**src/sv/rau_pkg.sv**
```systemverilog
`timescale 1ns / 1ps
`default_nettype none
// ----------------------------------------------------------------------------
// Rational arithmetic package
// Field widths, operation and status codes, and the sequencer state types
// shared by the rational arithmetic unit and its submodules.
// ----------------------------------------------------------------------------
package rau_pkg;

   // Widths of the channel fields; these do not follow the word size.
   localparam int FIELD_W = 32;
   localparam int DEN_W   = 31;
   localparam int KIND_W  = 3;
   localparam int STAT_W  = 2;

   // Operation codes; codes above normalize behave as normalize.
   localparam logic [KIND_W-1:0] KIND_ADD  = 3'd0;
   localparam logic [KIND_W-1:0] KIND_SUB  = 3'd1;
   localparam logic [KIND_W-1:0] KIND_MUL  = 3'd2;
   localparam logic [KIND_W-1:0] KIND_DIV  = 3'd3;
   localparam logic [KIND_W-1:0] KIND_NORM = 3'd4;

   typedef enum logic [STAT_W-1:0] {
      STAT_OK   = 2'd0,
      STAT_ZDEN = 2'd1,
      STAT_DIVZ = 2'd2,
      STAT_OVF  = 2'd3
   } status_type;

   typedef enum logic [2:0] {
      ST_IDLE,
      ST_MUL1,
      ST_MUL2,
      ST_MUL3,
      ST_SUM,
      ST_GCD,
      ST_DIV,
      ST_OUT
   } state_type;

   typedef enum logic [1:0] {
      GP_IDLE,
      GP_COMMON,
      GP_STRIP,
      GP_LOOP
   } gcd_phase_type;

endpackage
`default_nettype wire

```
**src/sv/rau_if.sv**
```systemverilog
`timescale 1ns / 1ps
`default_nettype none
// ----------------------------------------------------------------------------
// Rational arithmetic channels
// Request and response channels with valid/ready handshake and payload.
// ----------------------------------------------------------------------------
interface rau_req_if;
   logic               valid;
   logic               ready;
   logic [2:0]         kind;
   logic signed [31:0] a_num;
   logic signed [31:0] a_den;
   logic signed [31:0] b_num;
   logic signed [31:0] b_den;

   modport source (output valid, kind, a_num, a_den, b_num, b_den, input ready);
   modport sink   (input valid, kind, a_num, a_den, b_num, b_den, output ready);
endinterface

interface rau_rsp_if;
   logic               valid;
   logic               ready;
   logic signed [31:0] res_num;
   logic [30:0]        res_den;
   logic [1:0]         status;

   modport source (output valid, res_num, res_den, status, input ready);
   modport sink   (input valid, res_num, res_den, status, output ready);
endinterface
`default_nettype wire

```
**src/sv/rau_mul.sv**
```systemverilog
`timescale 1ns / 1ps
`default_nettype none
// ----------------------------------------------------------------------------
// Serial multiplier
// Shift-and-add unsigned multiplier, one multiplier bit per cycle.
// ----------------------------------------------------------------------------
module rau_mul #(
   parameter int W = 32
) (
   input  wire logic           clock,
   input  wire logic           reset,
   input  wire logic           start,
   input  wire logic [W-1:0]   op_a,
   input  wire logic [W-1:0]   op_b,
   output logic                done,
   output logic [2*W-1:0]      prod
);
   localparam int PW = 2 * W;
   localparam int CW = $clog2(W + 1);

   logic [PW-1:0] acc_ff, acc_in, mcand_ff, mcand_in;
   logic [W-1:0]  mplr_ff, mplr_in;
   logic [CW-1:0] cnt_ff, cnt_in;
   logic          busy_ff, busy_in, done_ff, done_in;

   // One partial product is added per cycle while the multiplier shifts out.
   always_comb begin
      acc_in   = acc_ff;
      mcand_in = mcand_ff;
      mplr_in  = mplr_ff;
      cnt_in   = cnt_ff;
      busy_in  = busy_ff;
      done_in  = 1'b0;
      if (start) begin
         acc_in   = '0;
         mcand_in = PW'(op_a);
         mplr_in  = op_b;
         cnt_in   = CW'(W);
         busy_in  = 1'b1;
      end else if (busy_ff) begin
         if (mplr_ff[0]) begin
            acc_in = acc_ff + mcand_ff;
         end
         mcand_in = mcand_ff << 1;
         mplr_in  = mplr_ff >> 1;
         cnt_in   = cnt_ff - 1'b1;
         if (cnt_ff == CW'(1)) begin
            busy_in = 1'b0;
            done_in = 1'b1;
         end
      end
   end

   always_ff @(posedge clock) begin
      acc_ff   <= acc_in;
      mcand_ff <= mcand_in;
      mplr_ff  <= mplr_in;
      if (reset) begin
         cnt_ff  <= '0;
         busy_ff <= 1'b0;
         done_ff <= 1'b0;
      end else begin
         cnt_ff  <= cnt_in;
         busy_ff <= busy_in;
         done_ff <= done_in;
      end
   end

   assign done = done_ff;
   assign prod = acc_ff;
endmodule
`default_nettype wire

```
**src/sv/rau_gcd.sv**
```systemverilog
`timescale 1ns / 1ps
`default_nettype none
// ----------------------------------------------------------------------------
// Binary GCD engine
// Finds the odd part of the greatest common divisor of two nonzero values,
// one shift or one compare-and-subtract per cycle. It also returns both
// inputs with their common power of two removed.
// ----------------------------------------------------------------------------
module rau_gcd
   import rau_pkg::*;
#(
   parameter int PW = 64
) (
   input  wire logic          clock,
   input  wire logic          reset,
   input  wire logic          start,
   input  wire logic [PW-1:0] u_init,
   input  wire logic [PW-1:0] v_init,
   output logic               done,
   output logic [PW-1:0]      g_odd,
   output logic [PW-1:0]      u_red,
   output logic [PW-1:0]      v_red
);
   gcd_phase_type phase_ff, phase_in;
   logic [PW-1:0] u_ff, u_in, v_ff, v_in, ur_ff, ur_in, vr_ff, vr_in;
   logic          done_ff, done_in;

   always_ff @(posedge clock) begin
      u_ff  <= u_in;
      v_ff  <= v_in;
      ur_ff <= ur_in;
      vr_ff <= vr_in;
      if (reset) begin
         phase_ff <= GP_IDLE;
         done_ff  <= 1'b0;
      end else begin
         phase_ff <= phase_in;
         done_ff  <= done_in;
      end
   end

   // Common halving, stripping u to odd, then the subtract loop.
   always_comb begin
      phase_in = phase_ff;
      u_in     = u_ff;
      v_in     = v_ff;
      ur_in    = ur_ff;
      vr_in    = vr_ff;
      done_in  = 1'b0;
      case (phase_ff)
         GP_IDLE: begin
            if (start) begin
               u_in     = u_init;
               v_in     = v_init;
               phase_in = GP_COMMON;
            end
         end
         GP_COMMON: begin
            if (!u_ff[0] && !v_ff[0]) begin
               u_in = u_ff >> 1;
               v_in = v_ff >> 1;
            end else begin
               ur_in    = u_ff;
               vr_in    = v_ff;
               phase_in = GP_STRIP;
            end
         end
         GP_STRIP: begin
            if (!u_ff[0]) begin
               u_in = u_ff >> 1;
            end else begin
               phase_in = GP_LOOP;
            end
         end
         GP_LOOP: begin
            if (v_ff == '0) begin
               done_in  = 1'b1;
               phase_in = GP_IDLE;
            end else if (!v_ff[0]) begin
               v_in = v_ff >> 1;
            end else if (u_ff > v_ff) begin
               u_in = v_ff;
               v_in = u_ff - v_ff;
            end else begin
               v_in = v_ff - u_ff;
            end
         end
         default: begin
            phase_in = GP_IDLE;
         end
      endcase
   end

   assign done  = done_ff;
   assign g_odd = u_ff;
   assign u_red = ur_ff;
   assign v_red = vr_ff;
endmodule
`default_nettype wire

```
**src/sv/rau_div.sv**
```systemverilog
`timescale 1ns / 1ps
`default_nettype none
// ----------------------------------------------------------------------------
// Serial divider
// Restoring unsigned division, one quotient bit per cycle.
// ----------------------------------------------------------------------------
module rau_div #(
   parameter int PW = 64
) (
   input  wire logic          clock,
   input  wire logic          reset,
   input  wire logic          start,
   input  wire logic [PW-1:0] dividend,
   input  wire logic [PW-1:0] divisor,
   output logic               done,
   output logic [PW-1:0]      quot
);
   localparam int CW = $clog2(PW + 1);

   logic [PW:0]   rem_ff, rem_in, trial;
   logic [PW-1:0] q_ff, q_in;
   logic [CW-1:0] cnt_ff, cnt_in;
   logic          busy_ff, busy_in, done_ff, done_in, fits;

   // The dividend shifts out at the top while quotient bits shift in below.
   always_comb begin
      trial   = {rem_ff[PW-1:0], q_ff[PW-1]};
      fits    = trial >= {1'b0, divisor};
      rem_in  = rem_ff;
      q_in    = q_ff;
      cnt_in  = cnt_ff;
      busy_in = busy_ff;
      done_in = 1'b0;
      if (start) begin
         rem_in  = '0;
         q_in    = dividend;
         cnt_in  = CW'(PW);
         busy_in = 1'b1;
      end else if (busy_ff) begin
         rem_in = fits ? (trial - {1'b0, divisor}) : trial;
         q_in   = {q_ff[PW-2:0], fits};
         cnt_in = cnt_ff - 1'b1;
         if (cnt_ff == CW'(1)) begin
            busy_in = 1'b0;
            done_in = 1'b1;
         end
      end
   end

   always_ff @(posedge clock) begin
      rem_ff <= rem_in;
      q_ff   <= q_in;
      if (reset) begin
         cnt_ff  <= '0;
         busy_ff <= 1'b0;
         done_ff <= 1'b0;
      end else begin
         cnt_ff  <= cnt_in;
         busy_ff <= busy_in;
         done_ff <= done_in;
      end
   end

   assign done = done_ff;
   assign quot = q_ff;
endmodule
`default_nettype wire

```
**src/sv/rational_arith_unit.sv**
```systemverilog
`timescale 1ns / 1ps
`default_nettype none
// ----------------------------------------------------------------------------
// Rational arithmetic unit
// Adds, subtracts, multiplies or divides two signed fractions, or normalizes
// one, and returns the result reduced to lowest terms with a status code.
// ----------------------------------------------------------------------------
// Usage: present an operation and two fractions on req_ch; a transfer
// happens when valid and ready are both high. Exactly one result comes back
// on rsp_ch for each request, in order. Operands are the low WORD_BITS bits
// of each field. One item is worked on at a time; req_ch.ready is high only
// while the sequencer is idle.
// Units: cross products come from one bit-serial multiplier (up to three
// products). The binary GCD engine takes one shift or subtract per cycle
// on 2*WORD_BITS-bit values, and the serial dividers then divide by the
// odd part of the GCD. Error results skip the units, and a zero numerator
// skips the GCD engine and the dividers.
// The result sits in an output register, so a new request is taken while
// the last result waits for rsp_ch.ready; a stalled receiver holds back
// the next result and, while that waits, new requests. Reset clears the
// sequencer and the output valid.
// ----------------------------------------------------------------------------
module rational_arith_unit
   import rau_pkg::*;
#(
   parameter int WORD_BITS = 32
) (
   input  wire logic  clock,
   input  wire logic  reset,
   rau_req_if.sink    req_ch,
   rau_rsp_if.source  rsp_ch
);
   localparam int W  = WORD_BITS;
   localparam int PW = 2 * WORD_BITS;

   state_type         state_ff, state_in;
   logic              go_ff, go_in;
   logic [KIND_W-1:0] kind_ff, kind_in;
   logic              an_neg_ff, an_neg_in, bn_neg_ff, bn_neg_in;
   logic [W-1:0]      an_ff, an_in, ad_ff, ad_in, bn_ff, bn_in, bd_ff, bd_in;
   logic [PW-1:0]     p1_ff, p1_in, p2_ff, p2_in;
   logic [PW-1:0]     num_ff, num_in, den_ff, den_in;
   logic              num_neg_ff, num_neg_in;
   status_type        stat_ff, stat_in;
   logic              rsp_valid_ff, rsp_valid_in;
   logic [FIELD_W-1:0] rsp_num_ff, rsp_num_in;
   logic [DEN_W-1:0]  rsp_den_ff, rsp_den_in;
   status_type        rsp_stat_ff, rsp_stat_in;

   // Operand decode of the incoming transfer.
   logic [W-1:0] raw_an, raw_ad, raw_bn, raw_bd;
   logic [W-1:0] mag_an, mag_ad, mag_bn, mag_bd;
   logic         unary, accept;

   // Unit connections.
   logic [W-1:0]  mul_a, mul_b;
   logic [PW-1:0] mul_p, g_odd, u_red, v_red, q_num, q_den;
   logic          mul_done, gcd_done, divn_done, divd_done;
   logic          mul_go, gcd_go, div_go;

   // Sum stage and output checks.
   logic          t2_neg, sum_neg, addsub;
   logic [PW-1:0] sum_mag;
   logic          den_big, num_big, out_free;
   logic [W-1:0]  num_word;

   assign raw_an = req_ch.a_num[W-1:0];
   assign raw_ad = req_ch.a_den[W-1:0];
   assign raw_bn = req_ch.b_num[W-1:0];
   assign raw_bd = req_ch.b_den[W-1:0];
   assign mag_an = raw_an[W-1] ? (-raw_an) : raw_an;
   assign mag_ad = raw_ad[W-1] ? (-raw_ad) : raw_ad;
   assign mag_bn = raw_bn[W-1] ? (-raw_bn) : raw_bn;
   assign mag_bd = raw_bd[W-1] ? (-raw_bd) : raw_bd;
   assign unary  = req_ch.kind[2];
   assign accept = req_ch.valid && req_ch.ready;
   assign req_ch.ready = (state_ff == ST_IDLE);

   assign addsub = (kind_ff == KIND_ADD) || (kind_ff == KIND_SUB);
   assign mul_go = go_ff && ((state_ff == ST_MUL1) || (state_ff == ST_MUL2)
                             || (state_ff == ST_MUL3));
   assign gcd_go = go_ff && (state_ff == ST_GCD);
   assign div_go = go_ff && (state_ff == ST_DIV);

   // Multiplier operands for each cross product.
   always_comb begin
      mul_a = an_ff;
      mul_b = bd_ff;
      case (state_ff)
         ST_MUL1: begin
            mul_a = an_ff;
            mul_b = (kind_ff == KIND_MUL) ? bn_ff : bd_ff;
         end
         ST_MUL2: begin
            mul_a = bn_ff;
            mul_b = ad_ff;
         end
         ST_MUL3: begin
            mul_a = ad_ff;
            mul_b = (kind_ff == KIND_DIV) ? bn_ff : bd_ff;
         end
         default: begin
            mul_a = an_ff;
            mul_b = bd_ff;
         end
      endcase
   end

   // Signed sum of the two cross products, the single product, or the numerator of a unary operation.
   always_comb begin
      t2_neg  = (kind_ff == KIND_SUB) ? !bn_neg_ff : bn_neg_ff;
      sum_neg = an_neg_ff;
      sum_mag = p1_ff;
      if (addsub) begin
         if (an_neg_ff == t2_neg) begin
            sum_mag = p1_ff + p2_ff;
         end else if (p1_ff >= p2_ff) begin
            sum_mag = p1_ff - p2_ff;
         end else begin
            sum_neg = t2_neg;
            sum_mag = p2_ff - p1_ff;
         end
      end else if (kind_ff[2]) begin
         sum_mag = PW'(an_ff);
      end else begin
         sum_neg = an_neg_ff ^ bn_neg_ff;
      end
   end

   // Range checks of the reduced result.
   assign den_big  = |den_ff[PW-1:W-1];
   assign num_big  = num_neg_ff
                   ? ((|num_ff[PW-1:W]) || (num_ff[W-1] && (|num_ff[W-2:0])))
                   : (|num_ff[PW-1:W-1]);
   assign num_word = num_neg_ff ? (-num_ff[W-1:0]) : num_ff[W-1:0];
   assign out_free = !rsp_valid_ff || rsp_ch.ready;

   // Sequencer: next state and register loads.
   always_comb begin
      state_in     = state_ff;
      go_in        = 1'b0;
      kind_in      = kind_ff;
      an_neg_in    = an_neg_ff;
      bn_neg_in    = bn_neg_ff;
      an_in        = an_ff;
      ad_in        = ad_ff;
      bn_in        = bn_ff;
      bd_in        = bd_ff;
      p1_in        = p1_ff;
      p2_in        = p2_ff;
      num_in       = num_ff;
      num_neg_in   = num_neg_ff;
      den_in       = den_ff;
      stat_in      = stat_ff;
      rsp_valid_in = rsp_valid_ff && !rsp_ch.ready;
      rsp_num_in   = rsp_num_ff;
      rsp_den_in   = rsp_den_ff;
      rsp_stat_in  = rsp_stat_ff;
      case (state_ff)
         ST_IDLE: begin
            if (accept) begin
               kind_in   = req_ch.kind;
               an_in     = mag_an;
               ad_in     = mag_ad;
               bn_in     = mag_bn;
               bd_in     = mag_bd;
               an_neg_in = raw_an[W-1] ^ raw_ad[W-1];
               bn_neg_in = raw_bn[W-1] ^ raw_bd[W-1];
               den_in    = PW'(mag_ad);
               if ((mag_ad == '0) || (!unary && (mag_bd == '0))) begin
                  stat_in  = STAT_ZDEN;
                  state_in = ST_OUT;
               end else if ((req_ch.kind == KIND_DIV) && (mag_bn == '0)) begin
                  stat_in  = STAT_DIVZ;
                  state_in = ST_OUT;
               end else if (unary) begin
                  stat_in  = STAT_OK;
                  state_in = ST_SUM;
               end else begin
                  stat_in  = STAT_OK;
                  state_in = ST_MUL1;
                  go_in    = 1'b1;
               end
            end
         end
         ST_MUL1: begin
            if (mul_done) begin
               p1_in    = mul_p;
               state_in = addsub ? ST_MUL2 : ST_MUL3;
               go_in    = 1'b1;
            end
         end
         ST_MUL2: begin
            if (mul_done) begin
               p2_in    = mul_p;
               state_in = ST_MUL3;
               go_in    = 1'b1;
            end
         end
         ST_MUL3: begin
            if (mul_done) begin
               den_in   = mul_p;
               state_in = ST_SUM;
            end
         end
         ST_SUM: begin
            if (sum_mag == '0) begin
               num_in     = '0;
               num_neg_in = 1'b0;
               den_in     = PW'(1);
               state_in   = ST_OUT;
            end else begin
               num_in     = sum_mag;
               num_neg_in = sum_neg;
               state_in   = ST_GCD;
               go_in      = 1'b1;
            end
         end
         ST_GCD: begin
            if (gcd_done) begin
               state_in = ST_DIV;
               go_in    = 1'b1;
            end
         end
         ST_DIV: begin
            if (divn_done) begin
               num_in   = q_num;
               den_in   = q_den;
               state_in = ST_OUT;
            end
         end
         ST_OUT: begin
            if (out_free) begin
               rsp_valid_in = 1'b1;
               if (stat_ff != STAT_OK) begin
                  rsp_num_in  = '0;
                  rsp_den_in  = '0;
                  rsp_stat_in = stat_ff;
               end else if (den_big || num_big) begin
                  rsp_num_in  = '0;
                  rsp_den_in  = '0;
                  rsp_stat_in = STAT_OVF;
               end else begin
                  rsp_num_in  = FIELD_W'($signed(num_word));
                  rsp_den_in  = DEN_W'(den_ff[W-2:0]);
                  rsp_stat_in = STAT_OK;
               end
               state_in = ST_IDLE;
            end
         end
         default: begin
            state_in = ST_IDLE;
         end
      endcase
   end

   always_ff @(posedge clock) begin
      kind_ff    <= kind_in;
      an_neg_ff  <= an_neg_in;
      bn_neg_ff  <= bn_neg_in;
      an_ff      <= an_in;
      ad_ff      <= ad_in;
      bn_ff      <= bn_in;
      bd_ff      <= bd_in;
      p1_ff      <= p1_in;
      p2_ff      <= p2_in;
      num_ff     <= num_in;
      num_neg_ff <= num_neg_in;
      den_ff     <= den_in;
      stat_ff    <= stat_in;
      rsp_num_ff <= rsp_num_in;
      rsp_den_ff <= rsp_den_in;
      rsp_stat_ff <= rsp_stat_in;
      if (reset) begin
         state_ff     <= ST_IDLE;
         go_ff        <= 1'b0;
         rsp_valid_ff <= 1'b0;
      end else begin
         state_ff     <= state_in;
         go_ff        <= go_in;
         rsp_valid_ff <= rsp_valid_in;
      end
   end

   assign rsp_ch.valid   = rsp_valid_ff;
   assign rsp_ch.res_num = rsp_num_ff;
   assign rsp_ch.res_den = rsp_den_ff;
   assign rsp_ch.status  = rsp_stat_ff;

   // Cross-product multiplier.
   rau_mul #(.W(W)) u_mul (
      .clock (clock),
      .reset (reset),
      .start (mul_go),
      .op_a  (mul_a),
      .op_b  (mul_b),
      .done  (mul_done),
      .prod  (mul_p)
   );

   // Odd part of the GCD of numerator and denominator magnitudes.
   rau_gcd #(.PW(PW)) u_gcd (
      .clock  (clock),
      .reset  (reset),
      .start  (gcd_go),
      .u_init (num_ff),
      .v_init (den_ff),
      .done   (gcd_done),
      .g_odd  (g_odd),
      .u_red  (u_red),
      .v_red  (v_red)
   );

   // Exact divisions by the odd part of the GCD.
   rau_div #(.PW(PW)) u_div_num (
      .clock    (clock),
      .reset    (reset),
      .start    (div_go),
      .dividend (u_red),
      .divisor  (g_odd),
      .done     (divn_done),
      .quot     (q_num)
   );

   rau_div #(.PW(PW)) u_div_den (
      .clock    (clock),
      .reset    (reset),
      .start    (div_go),
      .dividend (v_red),
      .divisor  (g_odd),
      .done     (divd_done),
      .quot     (q_den)
   );

   // At most one of the multiplier, the GCD engine and the divider pair is launched at a time.
   a_one_launch: assert property (@(posedge clock) disable iff (reset)
      $onehot0({mul_go, gcd_go, div_go}))
      else $error("more than one arithmetic unit launched");

   // Both dividers run in lockstep.
   a_div_lockstep: assert property (@(posedge clock) disable iff (reset)
      divn_done == divd_done)
      else $error("divider done pulses out of step");

   // Multiplier results arrive only while a product is awaited.
   a_mul_state: assert property (@(posedge clock) disable iff (reset)
      mul_done |-> (state_ff == ST_MUL1 || state_ff == ST_MUL2
                    || state_ff == ST_MUL3))
      else $error("multiplier finished outside a product state");

   // A GCD result arrives only in the GCD state.
   a_gcd_state: assert property (@(posedge clock) disable iff (reset)
      gcd_done |-> (state_ff == ST_GCD))
      else $error("GCD finished outside its state");

   // A good result always carries a nonzero denominator.
   a_den_nonzero: assert property (@(posedge clock) disable iff (reset)
      (rsp_valid_ff && (rsp_stat_ff == STAT_OK)) |-> (rsp_den_ff != '0))
      else $error("zero denominator with good status");
endmodule
`default_nettype wire

```
**src/flat_wrapper.sv**
```systemverilog
// flat-port wrapper written by rule: the top's interface ports become plain ports
module rational_arith_unit_flat import rau_pkg::*;
#(
   parameter int WORD_BITS = 32
)
  (clock, reset, req_ch_valid, req_ch_kind, req_ch_a_num, req_ch_a_den, req_ch_b_num, req_ch_b_den, req_ch_ready, rsp_ch_valid, rsp_ch_res_num, rsp_ch_res_den, rsp_ch_status, rsp_ch_ready);
  rau_req_if req_ch_i ();
  rau_rsp_if rsp_ch_i ();
  input  wire logic clock;
  input  wire logic reset;
  input wire logic [$bits(req_ch_i.valid)-1:0] req_ch_valid;
  input wire logic [$bits(req_ch_i.kind)-1:0] req_ch_kind;
  input wire logic [$bits(req_ch_i.a_num)-1:0] req_ch_a_num;
  input wire logic [$bits(req_ch_i.a_den)-1:0] req_ch_a_den;
  input wire logic [$bits(req_ch_i.b_num)-1:0] req_ch_b_num;
  input wire logic [$bits(req_ch_i.b_den)-1:0] req_ch_b_den;
  output wire logic [$bits(req_ch_i.ready)-1:0] req_ch_ready;
  output wire logic [$bits(rsp_ch_i.valid)-1:0] rsp_ch_valid;
  output wire logic [$bits(rsp_ch_i.res_num)-1:0] rsp_ch_res_num;
  output wire logic [$bits(rsp_ch_i.res_den)-1:0] rsp_ch_res_den;
  output wire logic [$bits(rsp_ch_i.status)-1:0] rsp_ch_status;
  input wire logic [$bits(rsp_ch_i.ready)-1:0] rsp_ch_ready;
  assign req_ch_i.valid = req_ch_valid;
  assign req_ch_i.kind = req_ch_kind;
  assign req_ch_i.a_num = req_ch_a_num;
  assign req_ch_i.a_den = req_ch_a_den;
  assign req_ch_i.b_num = req_ch_b_num;
  assign req_ch_i.b_den = req_ch_b_den;
  assign req_ch_ready = req_ch_i.ready;
  assign rsp_ch_valid = rsp_ch_i.valid;
  assign rsp_ch_res_num = rsp_ch_i.res_num;
  assign rsp_ch_res_den = rsp_ch_i.res_den;
  assign rsp_ch_status = rsp_ch_i.status;
  assign rsp_ch_i.ready = rsp_ch_ready;
  rational_arith_unit #(.WORD_BITS(WORD_BITS)) u_core (.clock(clock), .reset(reset), .req_ch(req_ch_i), .rsp_ch(rsp_ch_i));
endmodule
```
**config.mk**
```make
export PLATFORM = sky130hd
export DESIGN_NAME = rational_arith_unit_flat
export DESIGN_NICKNAME = d
export VERILOG_FILES = /design/src/sv/rau_pkg.sv /design/src/sv/rau_if.sv /design/src/sv/rau_mul.sv /design/src/sv/rau_gcd.sv /design/src/sv/rau_div.sv /design/src/sv/rational_arith_unit.sv /design/src/flat_wrapper.sv
export SDC_FILE = /design/constraint.sdc
export NUM_CORES = 2
export LEC_CHECK = 0
export ABC_AREA = 1
export BUFFER_PORTS_ARGS = -buffer_cell sky130_fd_sc_hd__buf_4
export CORE_ASPECT_RATIO = 1.4
export CORE_MARGIN = 2
export CORE_UTILIZATION = 40
export DETAILED_ROUTE_END_ITERATION = 6
export SLEW_MARGIN = 20
export SYNTH_ARGS = -nofsm -noshare
export SYNTH_HDL_FRONTEND = slang
export SYNTH_SLANG_ARGS = --single-unit
```
**constraint.sdc**
```tcl
create_clock -name clock -period 10.9 [get_ports clock]
set_input_delay 0.545 -clock clock [delete_from_list [all_inputs] [get_ports clock]]
set_output_delay 0.545 -clock clock [all_outputs]
set_load 0.03 [all_outputs]
```
==> metrics.md <==
| Metric | Value |
|---|---|
| Status | `finished clean` |
| Grt met2 use | `64.6%` |
| Vias in the first global route | `89451` |
| TritonCTS clock tree | `built` |
| DR vias | `about 90000` |
| Design area | `99700 µm²` |
| Row count | `a little over 200` |
| Number of flops mapped to enable cells by yosys | `905` |
| Setup crit end kind | `flop` |
| Die Area | `approximately 230000 µm²` |
| Ys async rst share | `0%` |
| Fmax | `approximately 130 MHz` |
| Cell Area, Synth | `between 90000 and 100000 µm²` |
| Sequential share of the synthesized area | `35.8%` |
| Share of cells above drive strength 1 | `approximately 5%` |
| GR peak layer | `met2` |
| Worst Path Required | `about 11 ns` |
| WS Path Type | `flop to flop` |
| Synth top area cells | `edfxtp_1, nand2_1, inv_1` |
| Root Driver | `clkbuf_16` |
| Die H | `approximately 570 µm` |
| CTS H-tree depth | `4` |
| Synth Register Bits | `around 1200` |
| Largest net degree at the start of global routing | `116` |
| GPL Wtd Cong | `roughly 1.1` |
| RSZ-0062 raised after global routing | `no` |
| Normalized max-slew margin | `~16%` |
| Final Skew | `~0.094 ns` |
| Power Density | `~280 nW/µm²` |
| Count leader, synth | `nand2_1` |
| TritonCTS buffer count | `140` |
| Top-area cell type share of the netlist area | `30.1%` |
| Max FO, Critical Path | `48` |
| DP HPWL | `roughly 360000 µm` |
| Grt total ovfl | `0` |
| HP Class | `primary input to flop` |
| Core Box Area | `225000 µm²` |
| Clock Pin Slew Worst Setup and Hold Paths | `0.06 ns` |
| Starting Density | `between 40% and 50%` |
| YS warnings | `0` |
| Drt initial violations | `around 8600` |
| Antenna Violating Nets Remaining | `0` |
| Via-to-Cell Ratio | `5.65` |
| Setup TNS | `0 ns` |
| I/O pin count | `about 200` |
| Met3 GRT Util | `under 10%` |
| Most common flop cell mapped by yosys | `edfxtp_1` |
| Crit start category | `flop` |
| PortBufs | `about 200` |
| Syn_nets | `around 13000` |
| PostCTS Resize Cnt | `0` |
| Peak supply drop | `between 0.4 and 0.5 mV` |
| Final Max Slew Viols | `0` |
| Final net count | `between 10000 and 15000` |
| M1 GR Usage | `just over 40%` |
| First-pass GRT wire length | `618000 µm` |
| Hold-fix buffers at CTS | `13` |
| Synth-to-layout area growth | `10.3%` |
| Initial antenna violation count | `18` |
| Post-CTS setup buffers | `0` |
| Leak Pwr | `about 0.045 µW` |
| Routed WL | `442000 µm` |
| Yosys cell types | `76` |
| DR WL/cell | `27.6 µm` |
| Synth top cells by count | `nand2_1, inv_1, a21oi_1` |
| Slew @ Worst Pin | `between 1 and 1.5 ns` |
| DRT Pass-1 Iters | `7` |
| All-Layer GR Usage | `37.4%` |
| Hold Vio Cnt, Final | `0` |
| Die width | `around 410 µm` |
| Post-place instance area | `around 95000 µm²` |
| Leading area contributor after synthesis | `edfxtp_1` |
| Clock Tree Buf Depth | `4` |
| CP Data Arrival Time | `approximately 8 ns` |
| Final setup fails | `0` |
| Syn_area_per_cell | `7.06 µm²` |
| Tmin final | `roughly 7.5 ns` |
| DRC | `0` |
| Clock sinks | `around 1200` |
| Max-Cap Viols | `0` |
| Post-Synthesis Cells | `around 13000` |
| Skew-Pair Late Insertion Delay | `about 0.84 ns` |
| Final worst-path cycle share | `69.2%` |
==> per-stage QoR <==
step           power (µW)  util (%)  instances  hold WS, ns  worst slack [ns]
3_3_place_gp        22800      42.2      15715        0.450              3.59
4_1_cts             27800      44.3      15971     0.000472              3.46
6_report            28100      44.4      15986       0.0388              3.36
5_1_grt             29600      44.3      15976       0.0279              3.18
2_1_floorplan       17100         -      12796        0.441              3.24
3_5_place_dp        22800      42.2      15715        0.462              3.53
==> where the power goes <==
part	internal (µW)	switching [µW]
combinational	4430	11100
clock	2840	2040
sequential	6450	1220
==> critical path: stages (launching register included) <==
cell,delay (ns)
edfxtp_1,0.42
ha_1,0.39
fa_1,0.45
inv_1,0.20
nand3_1,0.15
nand2_4,0.19
nand2_1,0.09
nand2_2,0.17
nand2_1,0.09
nand2_2,0.16
nand2_2,0.12
nand3_4,0.11
nand2_4,0.18
nand2_4,0.68
nand2_1,0.10
nand3_1,0.11
nand2_1,0.09
a21oi_1,0.43
nor2b_1,0.20
nand2_1,0.06
nor2_1,0.11
nand2_1,0.21
nor2_1,0.36
nand3_1,0.42
a21oi_4,0.95
buf_4,0.58
==> per-layer routing <==
metal | up-vias | wire length (µm)
li1 | 42399 | -
met1 | 43195 | 161000
met2 | 3553 | 214000
met3 | 1125 | 25500
met4 | 8 | 41800
met5 | - | 51
==> path summary, 6_finish.rpt <==
kind	slack, ns	startpoint	endpoint	cells after the start
max reg2reg	3.36	u_core.p2_ff[0]	u_core.den_ff[60]	25
min reg2reg	0.47	u_core.u_div_den.rem_ff[63]	u_core.u_div_den.rem_ff[63]	2
max	3.36	u_core.p2_ff[0]	u_core.den_ff[60]	25
min	0.04	req_ch_a_num[14]	u_core.an_ff[14]	2
==> layout make-up <==
| type | count | area (µm²) |
|---|---|---|
| Fill cell | 23976 | 125000 |
| Multi-Input combinational cell | 9190 | 48900 |
| Clock inverter | 64 | 783 |
| Timing Repair Buffer | 306 | 2370 |
| Tap cell | 3016 | 3770 |
| Inverter | 2054 | 7710 |
| Clock buffer | 179 | 3820 |
| Antenna cell | 15 | 37.5 |
| Sequential cell | 1162 | 32300 |
==> placed cells by master (no fill, tap or decap), types with 20 or more instances in the layout <==
| cell | n |
|---|---|
| o21ai_0 | 864 |
| xor2_1 | 291 |
| nand3_1 | 478 |
| o2111ai_1 | 25 |
| inv_2 | 29 |
| a22oi_1 | 42 |
| a32o_1 | 28 |
| nor2_4 | 23 |
| a221oi_1 | 92 |
| clkinv_1 | 20 |
| o21a_1 | 41 |
| nand2_1 | 3309 |
| nand4_1 | 127 |
| o22ai_1 | 36 |
| a31oi_1 | 95 |
| ha_1 | 524 |
| clkbuf_16 | 145 |
| o211ai_1 | 92 |
| buf_4 | 290 |
| o21ai_1 | 29 |
| nor4_1 | 79 |
| edfxtp_1 | 905 |
| xnor2_1 | 122 |
| dfxtp_1 | 257 |
| or2_2 | 31 |
| inv_1 | 2014 |
| a21o_1 | 33 |
| o21bai_1 | 60 |
| nor2_1 | 1170 |
| a21oi_1 | 1184 |
| nor3_1 | 144 |
| clkbuf_1 | 28 |
| o221ai_1 | 61 |
==> kinds of logic (layout without fill, tap and decap cells) <==
group / count (synthesis) / after routing / synth area share [%]
xor+xnor: 414 / 414 / 4.01
fa+ha+maj: 534 / 534 / 7.46
simple gates: 5454 / 5454 / 24.6
other cells: 0 / 15 / 0
buf+inv: 2444 / 2603 / 10.5
compound gates: 2770 / 2770 / 17.5
flops: 1162 / 1162 / 35.8
mux: 18 / 18 / 0.199
Note: power is estimated with default switching activity, not from simulation.
